==> src/rtl/core/limit_switch_actuator_fsm_top_assert.svh <==
// Assertion macros for the actuator sequencer.
`ifndef LIMIT_SWITCH_ACTUATOR_FSM_TOP_ASSERT_SVH
`define LIMIT_SWITCH_ACTUATOR_FSM_TOP_ASSERT_SVH

`ifndef SYNTH
// The consequent must hold in the same cycle as the antecedent.
`define LSA_ASSERT_SAME(label, clk, rst_n, ante, cons, msg) \
    label: assert property (@(posedge clk) disable iff (!rst_n) (ante) |-> (cons)) \
        else $error(msg);
// The consequent must hold in the cycle after the antecedent.
`define LSA_ASSERT_NEXT(label, clk, rst_n, ante, cons, msg) \
    label: assert property (@(posedge clk) disable iff (!rst_n) (ante) |=> (cons)) \
        else $error(msg);
`else
`define LSA_ASSERT_SAME(label, clk, rst_n, ante, cons, msg)
`define LSA_ASSERT_NEXT(label, clk, rst_n, ante, cons, msg)
`endif

`endif

==> src/rtl/core/lsafsm_pkg.sv <==
`default_nettype none

package lsafsm_pkg;

    // Largest step count a move may command.
    localparam logic [15:0] MAX_MOVE_STEPS = 16'd65535;

    localparam int unsigned IN_DATA_W  = 40;
    localparam int unsigned OUT_DATA_W = 64;
    localparam int unsigned CFG_IDX_W  = 3;
    localparam int unsigned CFG_DATA_W = 16;

    localparam logic [1:0] CMD_OTHER = 2'd0;
    localparam logic [1:0] CMD_OPEN  = 2'd1;
    localparam logic [1:0] CMD_CLOSE = 2'd2;

    typedef enum logic [CFG_IDX_W-1:0] {
        CFG_MAX_MOVE_STEPS   = 3'd0,
        CFG_MOVE_TIMEOUT     = 3'd1,
        CFG_SPEED_LIMIT      = 3'd2,
        CFG_ACCEL_LIMIT      = 3'd3,
        CFG_OPEN_IS_NEGATIVE = 3'd4
    } t_cfg_idx;

    typedef enum logic [6:0] {
        MODE_IDLE       = 7'b000_0001,
        MODE_MOV_OPEN   = 7'b000_0010,
        MODE_MOV_CLOSED = 7'b000_0100,
        MODE_AT_OPEN    = 7'b000_1000,
        MODE_AT_CLOSED  = 7'b001_0000,
        MODE_TIMEOUT    = 7'b010_0000,
        MODE_ESTOP      = 7'b100_0000
    } t_mode;

    localparam logic [2:0] CODE_IDLE       = 3'd0;
    localparam logic [2:0] CODE_MOV_OPEN   = 3'd1;
    localparam logic [2:0] CODE_MOV_CLOSED = 3'd2;
    localparam logic [2:0] CODE_AT_OPEN    = 3'd3;
    localparam logic [2:0] CODE_AT_CLOSED  = 3'd4;
    localparam logic [2:0] CODE_TIMEOUT    = 3'd5;
    localparam logic [2:0] CODE_ESTOP      = 3'd6;

    typedef struct packed {
        logic [31:0] now_ms;
        logic [1:0]  cmd_code;
        logic        cmd_write;
        logic        closed_detected;
        logic        open_detected;
        logic        estop_on;
    } t_in_item;

    typedef struct packed {
        logic               closed_seen;
        logic               open_seen;
        logic [15:0]        accel_out;
        logic [15:0]        speed_out;
        logic               load_limits;
        logic               halt_at_end;
        logic signed [16:0] move_steps;
        logic               move_start;
        logic               motor_enable;
        logic [2:0]         state_code;
    } t_out_item;

    function automatic logic [2:0] mode_code(input t_mode mode);
        logic [2:0] code;
        unique case (mode)
            MODE_IDLE:       code = CODE_IDLE;
            MODE_MOV_OPEN:   code = CODE_MOV_OPEN;
            MODE_MOV_CLOSED: code = CODE_MOV_CLOSED;
            MODE_AT_OPEN:    code = CODE_AT_OPEN;
            MODE_AT_CLOSED:  code = CODE_AT_CLOSED;
            MODE_TIMEOUT:    code = CODE_TIMEOUT;
            MODE_ESTOP:      code = CODE_ESTOP;
            default:         code = CODE_ESTOP;
        endcase
        return code;
    endfunction

    // Signed step count of a full move towards the open or the closed end.
    function automatic logic signed [16:0] steps_for(input logic [15:0] max_steps,
                                                     input logic to_open,
                                                     input logic open_neg);
        logic [15:0] mag;
        logic        positive;
        mag      = (max_steps > MAX_MOVE_STEPS) ? MAX_MOVE_STEPS : max_steps;
        positive = to_open ^ open_neg;
        return positive ? $signed({1'b0, mag}) : -$signed({1'b0, mag});
    endfunction

endpackage

`default_nettype wire

==> src/rtl/core/limit_switch_actuator_fsm_top.sv <==
// Sequencer for a stepper actuator that runs between an open and a closed end sensor.
// Input stream: one request per control tick carrying the estop level, both end
// sensors, an optional command write and the millisecond time. Output stream: one
// result per request with the new state, enable level, move start and step count,
// abrupt-stop and limit-load pulses, the limit values and the sensor echoes.
// The configuration channel writes the step count, timeout, speed and acceleration
// limits and the direction sense; it is always ready and should be used while idle.
// The state machine update and the result are computed in the accepting cycle and
// appear in the output register on the next edge.
// Throughput is one request per cycle; the output register is the only stage, so a
// new request is taken whenever it is empty or being drained in the same cycle.
// When the receiver stalls the result is held and requests are refused until it
// is taken; no request is lost or duplicated.
// A synchronous active-low reset returns the machine to idle with no command
// pending, clears all configuration registers and empties the output register.
`default_nettype none

module limit_switch_actuator_fsm_top
    import lsafsm_pkg::*;
(
    input  wire                   i_clk,
    input  wire                   i_rst_n,
    input  wire                   i_s_axis_tvalid,
    output logic                  o_s_axis_tready,
    // bit 0 estop_on, 1 open_detected, 2 closed_detected, 3 cmd_write,
    // 5:4 cmd_code, 37:6 now_ms, 39:38 zero
    input  wire  [IN_DATA_W-1:0]  i_s_axis_tdata,
    output logic                  o_m_axis_tvalid,
    input  wire                   i_m_axis_tready,
    // bits 2:0 state_code, 3 motor_enable, 4 move_start, 21:5 move_steps,
    // 22 halt_at_end, 23 load_limits, 39:24 speed_out, 55:40 accel_out,
    // 56 open_seen, 57 closed_seen, 63:58 zero
    output logic [OUT_DATA_W-1:0] o_m_axis_tdata,
    input  wire                   i_cfg_valid,
    output logic                  o_cfg_ready,
    input  wire  [CFG_IDX_W-1:0]  i_cfg_index,
    input  wire  [CFG_DATA_W-1:0] i_cfg_data
);

    t_in_item    in_item;
    t_out_item   res;
    logic        in_acc;

    logic [15:0] r_max_steps;
    logic [15:0] r_timeout;
    logic [15:0] r_speed;
    logic [15:0] r_accel;
    logic        r_open_neg;

    t_mode       r_mode, n_mode, mode_e;
    logic        r_pending, n_pending, pend;
    logic [1:0]  r_last, n_last, last;
    logic [31:0] r_start_time, n_start_time;
    logic        r_enable, n_enable;

    logic        r_out_valid;
    t_out_item   r_out_data;

    logic        start, stop, load, hit;
    logic signed [16:0] steps;
    logic [31:0] elapsed;

    assign in_item         = t_in_item'(i_s_axis_tdata[$bits(t_in_item)-1:0]);
    assign o_s_axis_tready = !r_out_valid || i_m_axis_tready;
    assign in_acc          = i_s_axis_tvalid && o_s_axis_tready;
    assign o_cfg_ready     = 1'b1;

    always_ff @(posedge i_clk) begin
        if (!i_rst_n) begin
            r_max_steps <= '0;
            r_timeout   <= '0;
            r_speed     <= '0;
            r_accel     <= '0;
            r_open_neg  <= 1'b0;
        end else if (i_cfg_valid) begin
            unique case (i_cfg_index)
                CFG_MAX_MOVE_STEPS:   r_max_steps <= i_cfg_data;
                CFG_MOVE_TIMEOUT:     r_timeout   <= i_cfg_data;
                CFG_SPEED_LIMIT:      r_speed     <= i_cfg_data;
                CFG_ACCEL_LIMIT:      r_accel     <= i_cfg_data;
                CFG_OPEN_IS_NEGATIVE: r_open_neg  <= i_cfg_data[0];
                default: ;
            endcase
        end
    end

    // A command written in this tick is visible to the state that runs in it.
    assign pend    = r_pending || in_item.cmd_write;
    assign last    = in_item.cmd_write ? in_item.cmd_code : r_last;
    assign mode_e  = in_item.estop_on ? MODE_ESTOP : r_mode;
    assign elapsed = in_item.now_ms - r_start_time;

    always_comb begin
        n_mode       = mode_e;
        n_pending    = pend;
        n_last       = last;
        n_start_time = r_start_time;
        n_enable     = r_enable;
        start        = 1'b0;
        stop         = 1'b0;
        load         = 1'b0;
        steps        = '0;
        hit          = 1'b0;
        unique case (mode_e)
            MODE_IDLE: begin
                n_enable = 1'b0;
                if (pend) begin
                    n_pending = 1'b0;
                    load      = 1'b1;
                    if (last == CMD_OPEN) begin
                        n_enable = 1'b1;
                        if (in_item.open_detected) begin
                            n_mode = MODE_AT_OPEN;
                        end else begin
                            steps        = steps_for(r_max_steps, 1'b1, r_open_neg);
                            start        = 1'b1;
                            n_start_time = in_item.now_ms;
                            n_mode       = MODE_MOV_OPEN;
                        end
                    end else if (last == CMD_CLOSE) begin
                        n_enable = 1'b1;
                        if (in_item.closed_detected) begin
                            n_mode = MODE_AT_CLOSED;
                        end else begin
                            steps        = steps_for(r_max_steps, 1'b0, r_open_neg);
                            start        = 1'b1;
                            n_start_time = in_item.now_ms;
                            n_mode       = MODE_MOV_CLOSED;
                        end
                    end
                end
            end
            MODE_MOV_OPEN, MODE_MOV_CLOSED: begin
                hit = (mode_e == MODE_MOV_OPEN) ? in_item.open_detected
                                                : in_item.closed_detected;
                // Reaching the sensor takes precedence over the timeout.
                if (hit) begin
                    stop   = 1'b1;
                    n_mode = (mode_e == MODE_MOV_OPEN) ? MODE_AT_OPEN : MODE_AT_CLOSED;
                end else if (elapsed > {16'd0, r_timeout}) begin
                    n_enable = 1'b0;
                    n_mode   = MODE_TIMEOUT;
                end
            end
            MODE_AT_OPEN: begin
                if (!in_item.open_detected) begin
                    n_mode = MODE_IDLE;
                end
                if (pend && last == CMD_CLOSE) begin
                    n_pending    = 1'b0;
                    steps        = steps_for(r_max_steps, 1'b0, r_open_neg);
                    start        = 1'b1;
                    n_start_time = in_item.now_ms;
                    n_mode       = MODE_MOV_CLOSED;
                end
            end
            MODE_AT_CLOSED: begin
                if (!in_item.closed_detected) begin
                    n_mode = MODE_IDLE;
                end
                if (pend && last == CMD_OPEN) begin
                    n_pending    = 1'b0;
                    steps        = steps_for(r_max_steps, 1'b1, r_open_neg);
                    start        = 1'b1;
                    n_start_time = in_item.now_ms;
                    n_mode       = MODE_MOV_OPEN;
                end
            end
            MODE_TIMEOUT: begin
                n_enable = 1'b0;
            end
            MODE_ESTOP: begin
                n_enable  = 1'b0;
                n_pending = 1'b0;
                if (!in_item.estop_on) begin
                    n_mode = MODE_IDLE;
                end
            end
            default: begin
                n_enable  = 1'b0;
                n_pending = 1'b0;
                n_mode    = MODE_ESTOP;
            end
        endcase

        res.state_code   = mode_code(n_mode);
        res.motor_enable = n_enable;
        res.move_start   = start;
        res.move_steps   = steps;
        res.halt_at_end  = stop;
        res.load_limits  = load;
        res.speed_out    = load ? r_speed : 16'd0;
        res.accel_out    = load ? r_accel : 16'd0;
        res.open_seen    = in_item.open_detected;
        res.closed_seen  = in_item.closed_detected;
    end

    always_ff @(posedge i_clk) begin
        if (!i_rst_n) begin
            r_mode       <= MODE_IDLE;
            r_pending    <= 1'b0;
            r_last       <= CMD_OTHER;
            r_start_time <= '0;
            r_enable     <= 1'b0;
        end else if (in_acc) begin
            r_mode       <= n_mode;
            r_pending    <= n_pending;
            r_last       <= n_last;
            r_start_time <= n_start_time;
            r_enable     <= n_enable;
        end
    end

    always_ff @(posedge i_clk) begin
        if (!i_rst_n) begin
            r_out_valid <= 1'b0;
        end else if (in_acc) begin
            r_out_valid <= 1'b1;
        end else if (i_m_axis_tready) begin
            r_out_valid <= 1'b0;
        end
    end

    always_ff @(posedge i_clk) begin
        if (in_acc) begin
            r_out_data <= res;
        end
    end

    assign o_m_axis_tvalid = r_out_valid;
    assign o_m_axis_tdata  = {{(OUT_DATA_W - $bits(t_out_item)){1'b0}}, r_out_data};

    `include "limit_switch_actuator_fsm_top_assert.svh"

    `LSA_ASSERT_SAME(a_estop_safe, i_clk, i_rst_n, r_mode == MODE_ESTOP, !r_enable && !r_pending, "estop with motor enabled or command pending")
    `LSA_ASSERT_SAME(a_timeout_off, i_clk, i_rst_n, r_mode == MODE_TIMEOUT, !r_enable, "motor enabled in timeout state")
    `LSA_ASSERT_NEXT(a_estop_entry, i_clk, i_rst_n, in_acc && in_item.estop_on, r_mode == MODE_ESTOP && r_out_data.state_code == CODE_ESTOP, "estop request did not reach estop state")

endmodule

`default_nettype wire

==> config.mk <==
export PLATFORM = sky130hd
export DESIGN_NAME = limit_switch_actuator_fsm_top
export DESIGN_NICKNAME = d
export VERILOG_FILES = /design/src/rtl/core/lsafsm_pkg.sv /design/src/rtl/core/limit_switch_actuator_fsm_top.sv
export VERILOG_INCLUDE_DIRS = /design/src /design/src/rtl/core
export SDC_FILE = /design/constraint.sdc
export NUM_CORES = 1
export LEC_CHECK = 0
export BUFFER_PORTS_ARGS = -buffer_cell sky130_fd_sc_hd__buf_2
export CAP_MARGIN = 40
export CORE_UTILIZATION = 25
export CTS_BUF_LIST = sky130_fd_sc_hd__clkbuf_16
export DETAILED_ROUTE_END_ITERATION = 10
export SLEW_MARGIN = 20
export SYNTH_ARGS = -nofsm -noshare
export SYNTH_HDL_FRONTEND = slang
export SYNTH_SLANG_ARGS = --single-unit
export TNS_END_PERCENT = 100
==> constraint.sdc <==
create_clock -name i_clk -period 5.8 [get_ports i_clk]
set_clock_uncertainty 0.1 [all_clocks]
set_input_delay 1.16 -clock i_clk [delete_from_list [all_inputs] [get_ports i_clk]]
set_output_delay 1.16 -clock i_clk [all_outputs]
set_load 0.03 [all_outputs]
After elaboration in Yosys (flattened, before gate mapping)
Index checks and enable logic that the tools add are counted.

cells by class
  $add $sub $neg = 2
  order comparisons = 2
  equality and inequality tests = 25
  multiplexer cells = 59
  reduce and logical (&&, ||, !) cells = 18

operator list
  cell                                                             number
  32-bit 2-to-1 mux                                                7
  17-bit 2-to-1 mux                                                9
  32-bit one-hot mux with 3 select lines                           1
  7-bit 2-to-1 mux                                                 11
  17-bit one-hot mux with 3 select lines                           1
  7-bit one-hot mux with 6 select lines                            1
  32-bit by 16-bit greater-than comparator with 1-bit output       1
  32-bit subtractor                                                1
  1-bit 2-to-1 mux                                                 20
  3-bit one-hot mux with 6 select lines                            1
  16-bit negation with 17-bit output                               1
  16-bit greater-than comparator, second input constant            1
  16-bit 2-to-1 mux                                                1
  7-bit by 1-bit == test with 1-bit output, second input constant  2
  7-bit by 2-bit == test with 1-bit output, second input constant  2
  7-bit by 3-bit == test with 1-bit output, second input constant  2
  7-bit by 4-bit == test with 1-bit output, second input constant  2
  7-bit by 5-bit == test with 1-bit output, second input constant  2
  7-bit by 6-bit == test with 1-bit output, second input constant  2
  5-bit 2-to-1 mux                                                 2
  2-bit AND reduction                                              5
  3-bit inequality test, second input constant                     3
  1-bit one-hot mux with 3 select lines                            3
  8-bit AND reduction                                              1
  other kinds (17)                                                 24

storage, ports and cells
  register bits = 167
  input port bits = 64
  output and inout port bits = 67
  logic and storage cells = 127

Depth between registers and ports, before layout
Gate-level depths: netlist of run 1.

  depth in word-level cells = 9
  gate-level depth with buffers = 19
  depth with buffers taken out = 19

Worst setup path after synthesis of run 1
OpenSTA, ideal clock, no wires.

  path kind = input port to flip-flop
  start point = input i_s_axis_tdata[6]
  end point = register r_out_data (netlist bit o_m_axis_tdata[1]), data pin
  library setup time = 0.145 ns
  arrival = 4.707 ns
  data required time = 5.555 ns
  setup slack = 0.848 ns
  stages on the path = 19
  path buffers = 0
  cell sequence = inv_1 ha_1 fa_1 nor2b_1 o2111ai_1 nand2_1 a21oi_1 o21ba_2 xnor2_1 ha_1 a21o_1 a21o_1 a211oi_1 nor2_1 or4_1 nor3b_1 nand4_2 or2_1 o21ai_1

RTL lines
  what                  line                                  RTL
  from (decl)           limit_switch_actuator_fsm_top.sv:27   input wire [IN_DATA_W-1:0] i_s_axis_tdata,
  to (signal assigned)  limit_switch_actuator_fsm_top.sv:226  r_out_data <= res;
  to (decl)             limit_switch_actuator_fsm_top.sv:57   t_out_item r_out_data;

==> impl_metrics.py, run 1 <==
metrics = {
    "synth": {
        "synth_area_sq_um": 9708,
        "synthCells": 1113,
        "synth-seq-cells": 167,
        "synth_ff_type": "dfxtp_1",
        "yosys_warnings": 0,
        "synth_edf_count": 58,
        "synth_area_leaders": "dfxtp_1, edfxtp_1, nand2_1",
        "ys_seq_area_share_pct": 40.42,
        "synth_top_area_share_pct": 22.48,
        "syn_avg_cell_area_sq_um": 8.722,
        "ys_async_sr_fraction_pct": 0,
        "synth_most_common_cell": "nand2_1",
        "ys_types": 74,
        "yosysTopAreaCell": "dfxtp_1",
        "synth_commonest_cells": "nand2_1, dfxtp_1, inv_1",
    },
    "drt": {
        "via_count": 8235,
        "drtIter0Drc": 540,
        "wire_per_inst_um": 15.25,
        "firstDrtPassIters": 5,
        "via_per_inst": 4.746,
        "drt-total-wl_um": 26460,
        "drc": 0,
        "antenna_left": 0,
    },
    "grt": {
        "grt_use_total_pct": 13.50,
        "overflow": 0,
        "grt_max_degree": 64,
        "antenna_found_initial": 2,
        "grt_pass1_wl_um": 41280,
        "grt_pass1_vias": 7600,
    },
    "clock_tree": {
        "cts_tree": "done",
        "clk_path_buf_depth": 2,
        "cts_buffers": 17,
        "cts.reportedPaths.clkPinSlew_ns": 0.07,
        "htreeDepth": 4,
        "clk_latency_ns": 0.43,
        "cts_root_buf": "clkbuf_16",
        "numClockSinks": 167,
        "hold_buffers": 0,
        "post_cts_buffers": 0,
        "cts_resized": 0,
    },
    "critical_path": {
        "worst_setup_path_end_kind": "flop",
        "critical-path-max-stage-delay_ns": 0.47,
        "reg2reg_from": "r_start_time[0]",
        "cp_cell_sequence": "buf_2 -> inv_1 -> ha_1 -> fa_1 -> nor2b_1 -> o2111ai_1 -> nand2_1 -> a21oi_1 -> o21ba_2 -> xnor2_1 -> ha_1 -> a21o_1 -> a21o_1 -> a211oi_1 -> nor2_1 -> or4_1 -> nor3b_1 -> nand4_2 -> or2_1 -> o21ai_1",
        "crit_end": "o_m_axis_tdata[1]",
        "worstSetupPathType": "input pin to flop",
        "slowest_stage": "or4_1",
        "arrival_ns": 5.40,
        "startpoint_type": "input pin",
        "reg2reg_to": "o_m_axis_tdata[1]",
        "critPathMaxFanout": 4,
        "crit_start": "i_s_axis_tdata[6]",
        "worstPathRequired_ns": 5.99,
        "reg2reg_slack_ns": 1.20,
        "reg2regPathDepth": 18,
    },
    "min_path": {
        "hp-class": "flop to flop",
    },
    "die": {
        "fp.dieH_um": 199.1,
        "io_pins": 131,
        "core_area_sq_um": 37930,
        "row_count": 71,
        "die_area_sq_um": 39620,
        "start_util_pct": 25.59,
        "die_x_um": 199.1,
    },
    "finish": {
        "fillers": 4012,
        "syn_to_final_growth_pct": 17.27,
        "drive_above_1_share_pct": 15.38,
        "nets": 1324,
        "final_cell_area_sq_um": 11380,
    },
    "timing": {
        "drv_slew": 0,
        "min_period_over_period_pct": 89.80,
        "clock.fmax_ghz": 0.1920,
        "worstMarginPinSlew_ns": 0.6967,
        "hold_viol": 0,
        "rsz0062_at_grt": "no",
        "finalSetupViolations": 0,
        "maxSlewHeadroom_pct": 53.38,
        "tns_ns": 0,
        "setup_ws_ns": 0.5915,
        "min_period_ns": 5.209,
    },
    "placement": {
        "gp_congestion": 0.8795,
        "portBuffers": 121,
        "pre_cts_ws_ns": 0.1848,
        "dpl_cell_area_sq_um": 10790,
        "dp_hpwl_um": 19330,
    },
    "power": {
        "peakVddDrop_mv": 0.1490,
        "power_leakage_uw": 0.004503,
        "finalPower_uw": 2852,
        "p_per_area_nw_per_um2": 250.5,
    },
    "status": {
        "status": "finished, final reports clean",
    },
    "job": {
        "cap_violations": 0,
    },
}
-- layout by cell type, fill, tap and decap left out, types with 6 or more instances in the layout --
cell type  netlist  final
a21boi_0        65     65
o21ai_0         42     42
clkbuf_16        0     17
dfxtp_1        109    109
a21o_1          18     18
nand4_1         15     15
edfxtp_1        58     58
o211ai_1         9      9
and3_1           8      8
xnor2_1         15     15
inv_1           69     70
nor2_1          33     33
nor3_1          14     14
a211oi_1         8      8
or4_1            7      7
a21oi_1         60     60
nand3_1         24     23
or3_1           14     14
and2_1          37     37
conb_1           2      7
a31oi_1         15     15
o21a_1           9      9
o21ai_1          6      6
ha_1            50     50
buf_4            7     10
nor2b_1         41     41
buf_2           12    121
nand2_1        188    188
mux2i_1         38     38
o2111ai_1        6      6
-- metal layers --
| metal | routed length, um | track usage, % | share of wire, % | up-vias |
|---|---|---|---|---|
| met5 | 13 | 0 | 0.049 | - |
| met3 | 1129 | 2.549 | 4.3 | 33 |
| met4 | 485 | 4.416 | 1.8 | 2 |
| met1 | 12540 | 18.00 | 47 | 3891 |
| li1 | - | - | - | 4112 |
| met2 | 12290 | 21.78 | 46 | 197 |
-- critical path: cells and delay by family --
family | cells | cell delay [ns]
simple gates | 7 | 1.77
compound gates | 7 | 1.21
xor+xnor | 1 | 0.17
fa+ha+maj | 3 | 0.91
buf+inv | 2 | 0.18
-- flip-flops by register name (all words and copies together), names as in the netlist --
signal	flops
r_speed	16
r_max_steps	16
r_last	2
r_mode	7
r_start_time	32
o_m_axis_tvalid	1
o_m_axis_tdata	58
r_pending	1
r_open_neg	1
r_accel	16
r_timeout	16
r_enable	1
-- cells by family (layout without fill, tap and decap cells) --
family                     count (synthesis)  after routing  share of synthesized area, %
other                                      2              9                       0.07736
xor gates and xnor gates                  20             20                         1.804
adders and majority gates                 51             51                         6.650
AOI/OAI and AO/OA                        287            287                         20.11
DFF                                      167            167                         40.42
and+or+nand+nor                          417            417                         21.30
buffers and inverters                    131            235                         5.722
muxes                                     38             38                         3.918
-- how the worst min path moves through the flow --
stage | from | end | slack, ns | cells past startpoint
6_report | r_speed[7] | r_speed[7] | 0.36 | 2
5_1_grt | r_speed[0] | r_speed[0] | 0.38 | 2
4_1_cts | r_speed[0] | r_speed[0] | 0.36 | 2
3_5_place_dp | r_accel[4] | r_accel[4] | 0.35 | 2
3_3_place_gp | r_speed[0] | r_speed[0] | 0.35 | 2
2_1_floorplan | r_accel[10] | r_accel[10] | 0.34 | 2
-- metrics by stage --
stage	std cells	hold slack [ns]	utilization, %
after floorplan	1118	0.3388	-
after global placement	1697	0.3461	28.32
after detailed placement	1700	0.3538	28.44
after CTS	1732	0.3625	29.93
after global routing	1733	0.3758	30.00
final	1735	0.3601	30.01
-- report_power, final --
part,internal (uW),total (uW),switching [uW]
Combinational,167,457,290
Clock,603,1130,530
Sequential,1250,1260,17.0
-- cell type report --
type	count	area, sq um	share of cell area, %
tap	511	639.4	5.616
inverter	70	262.8	2.308
timing repair buffer	133	735.7	6.462
antenna	2	5.005	0.04396
multi-input combinational	820	5253	46.14
sequential	167	3924	34.47
clock buffer	17	425.4	3.737
clock inverter	15	140.1	1.231
Power figures use the tool's default switching activity.
==> inputs of run 2 (changes only) <==
--- a/config.mk
+++ b/config.mk
@@ -8,9 +8,10 @@
 export LEC_CHECK = 0
 export BUFFER_PORTS_ARGS = -buffer_cell sky130_fd_sc_hd__buf_2
 export CAP_MARGIN = 40
-export CORE_UTILIZATION = 25
+export CORE_UTILIZATION = 59
 export CTS_BUF_LIST = sky130_fd_sc_hd__clkbuf_16
 export DETAILED_ROUTE_END_ITERATION = 10
+export PLACE_DENSITY = 0.81
 export SLEW_MARGIN = 20
 export SYNTH_ARGS = -nofsm -noshare
 export SYNTH_HDL_FRONTEND = slang
==> run 2 against run 1 <==
Utilization rose by 39 points. Maximum frequency increased by 0.85%. Register-to-register slack got worse by 0.08 ns. Highest routed layer is now met4. Cell area shrank 3.1%. Non-clock buffer count decreased by 4. Critical path depth is 2 lower. First-iteration DRC count increased by 29%. Cell count fell by 17%. Largest power group unchanged. Wire length shrank 16%. Sequential cell count is the same.
==> impl_metrics.py, run 2 (synthesis gave the netlist of run 1 again) <==
metrics = {
    "status": {
        "status": "finished, final reports clean",
    },
    "critical_path": {
        "worstSetupPathType": "input pin to flop",
        "critical-path-max-stage-delay_ns": 0.46,
        "cpMostUsedCell": "a21o_1",
        "cp_cell_sequence": "buf_2 -> ha_1 -> a21o_1 -> a31oi_1 -> a211oi_1 -> nor3_1 -> xnor2_1 -> ha_1 -> a21o_1 -> a21o_1 -> a21o_1 -> a211oi_1 -> nor2_1 -> or4_1 -> nor3b_1 -> nand4_2 -> or2_1 -> o21ai_1",
        "slowest_stage": "or4_1",
        "worstPathRequired_ns": 5.97,
        "critPathMaxFanout": 5,
        "worst_setup_path_end_kind": "flop",
        "arrival_ns": 5.34,
        "reg2regPathDepth": 18,
        "startpoint_type": "input pin",
    },
    "drt": {
        "via_per_inst": 5.811,
        "drtIter0Drc": 694,
        "drc": 0,
        "firstDrtPassIters": 6,
        "antenna_left": 0,
        "drt-total-wl_um": 22160,
        "wire_per_inst_um": 15.48,
        "via_count": 8321,
    },
    "grt": {
        "grt_pass1_vias": 7380,
        "grt_pass1_wl_um": 35070,
        "antenna_found_initial": 0,
        "grt_max_degree": 86,
        "grt_use_total_pct": 26.46,
        "overflow": 0,
    },
    "finish": {
        "drive_above_1_share_pct": 14.97,
        "utilization_pct": 68.92,
        "syn_to_final_growth_pct": 13.58,
        "largest_register_ffs": 58,
        "diodes": 0,
        "nets": 1320,
        "layout_commonest_cell": "nand2_1",
        "final_cell_mix": "nand2_1, buf_2, dfxtp_1",
    },
    "timing": {
        "drv_slew": 0,
        "finalSetupViolations": 0,
        "min_period_ns": 5.164,
        "tns_ns": 0,
        "maxSlewHeadroom_pct": 56.79,
        "hold_viol": 0,
        "min_period_over_period_pct": 89.04,
        "rsz0062_at_grt": "no",
        "worstMarginPinSlew_ns": 0.6464,
        "clock.fmax_ghz": 0.1936,
    },
    "clock_tree": {
        "cts.reportedPaths.clkPinSlew_ns": 0.06,
        "cts_resized": 0,
        "clk_latency_ns": 0.43,
        "cts_tree": "done",
        "cts_root_buf": "clkbuf_16",
        "post_cts_buffers": 0,
        "hold_buffers": 0,
        "cts_buffers": 17,
        "numClockSinks": 167,
        "htreeDepth": 4,
        "clk_path_buf_depth": 2,
    },
    "min_path": {
        "hold_depth": 2,
        "hp-class": "flop to flop",
    },
    "power": {
        "peakVddDrop_mv": 0.2107,
        "power_leakage_uw": 0.004510,
        "p_per_area_nw_per_um2": 262.0,
    },
    "die": {
        "die_area_sq_um": 16970,
        "start_util_pct": 60.67,
        "fp.dieH_um": 130.3,
        "io_pins": 131,
        "die_x_um": 130.3,
        "row_count": 46,
        "core_area_sq_um": 16000,
    },
    "job": {
        "cap_violations": 0,
    },
    "placement": {
        "portBuffers": 121,
        "dp_hpwl_um": 15940,
        "gp_congestion": 0.9552,
    },
}
-- run 2: cell count changes in the layout (fill, tap and decap cells not counted) --
cell,before,now
buf_2,121,120
buf_4,10,7
bufinv_16,1,4
clkinv_1,2,0
diode_2,2,0
inv_1,70,72
inv_6,5,1
inv_8,3,2
-- run 2: power by group --
| part | switching, uW | internal [uW] | total, uW |
|---|---|---|---|
| Clock | 464 | 717 | 1180 |
| Sequential | 17.0 | 1250 | 1260 |
| Combinational | 279 | 165 | 445 |
| Total | 760 | 2130 | 2890 |
-- run 2: through the flow --
stage | hold slack [ns] | power [uW] | std cells | setup WS [ns] | instance area, sq um
4_1_cts | 0.3615 | 2895 | 1430 | 0.6877 | 10990
3_5_place_dp | 0.3528 | 1724 | 1400 | 0.2728 | 10380
6_report | 0.3581 | 2889 | 1432 | 0.6356 | 11030
2_1_floorplan | 0.3388 | 1606 | 1118 | 0.8483 | 9727
5_1_grt | 0.3766 | 2989 | 1432 | 0.2709 | 11030
3_3_place_gp | 0.3479 | 1714 | 1398 | 0.3079 | 10350
-- run 2: worst paths after layout --
| kind | slack [ns] | startpoint | end |
|---|---|---|---|
| setup / recovery | 0.64 | i_s_axis_tdata[10] | o_m_axis_tdata[1] |
| hold / removal | 0.36 | r_speed[11] | r_speed[11] |
| setup reg to reg | 1.12 | r_start_time[4] | o_m_axis_tdata[1] |
| hold reg to reg | 0.36 | r_speed[11] | r_speed[11] |
-- run 2: worst max-delay path, delay by kind of cell --
kind                       cells  cell delay [ns]
and+or+nand+nor                6             1.77
xor gates and xnor gates       1             0.19
AOI/OAI and AO/OA              8             1.45
buffers and inverters          1             0.11
adders and majority gates      2             0.65
-- run 2: area by class of cell --
class                   count  area (sq um)
fillers                  1312          4974
inverters                  70         262.8
repair buffers            129         708.2
flip-flops and latches    167          3924
clock buffers              17         425.4
clock inverters            13         183.9
multi-input cells         820          5253
well taps                 216         270.3
-- run 2: layer usage --
layer  GRT usage, %  vias up  share of wire, %
met5              0        -                 0
met4          10.05        0               2.0
met3          5.002       43               7.1
met2          43.24      306                48
met1          34.73     3853                43
li1               -     4119                 -
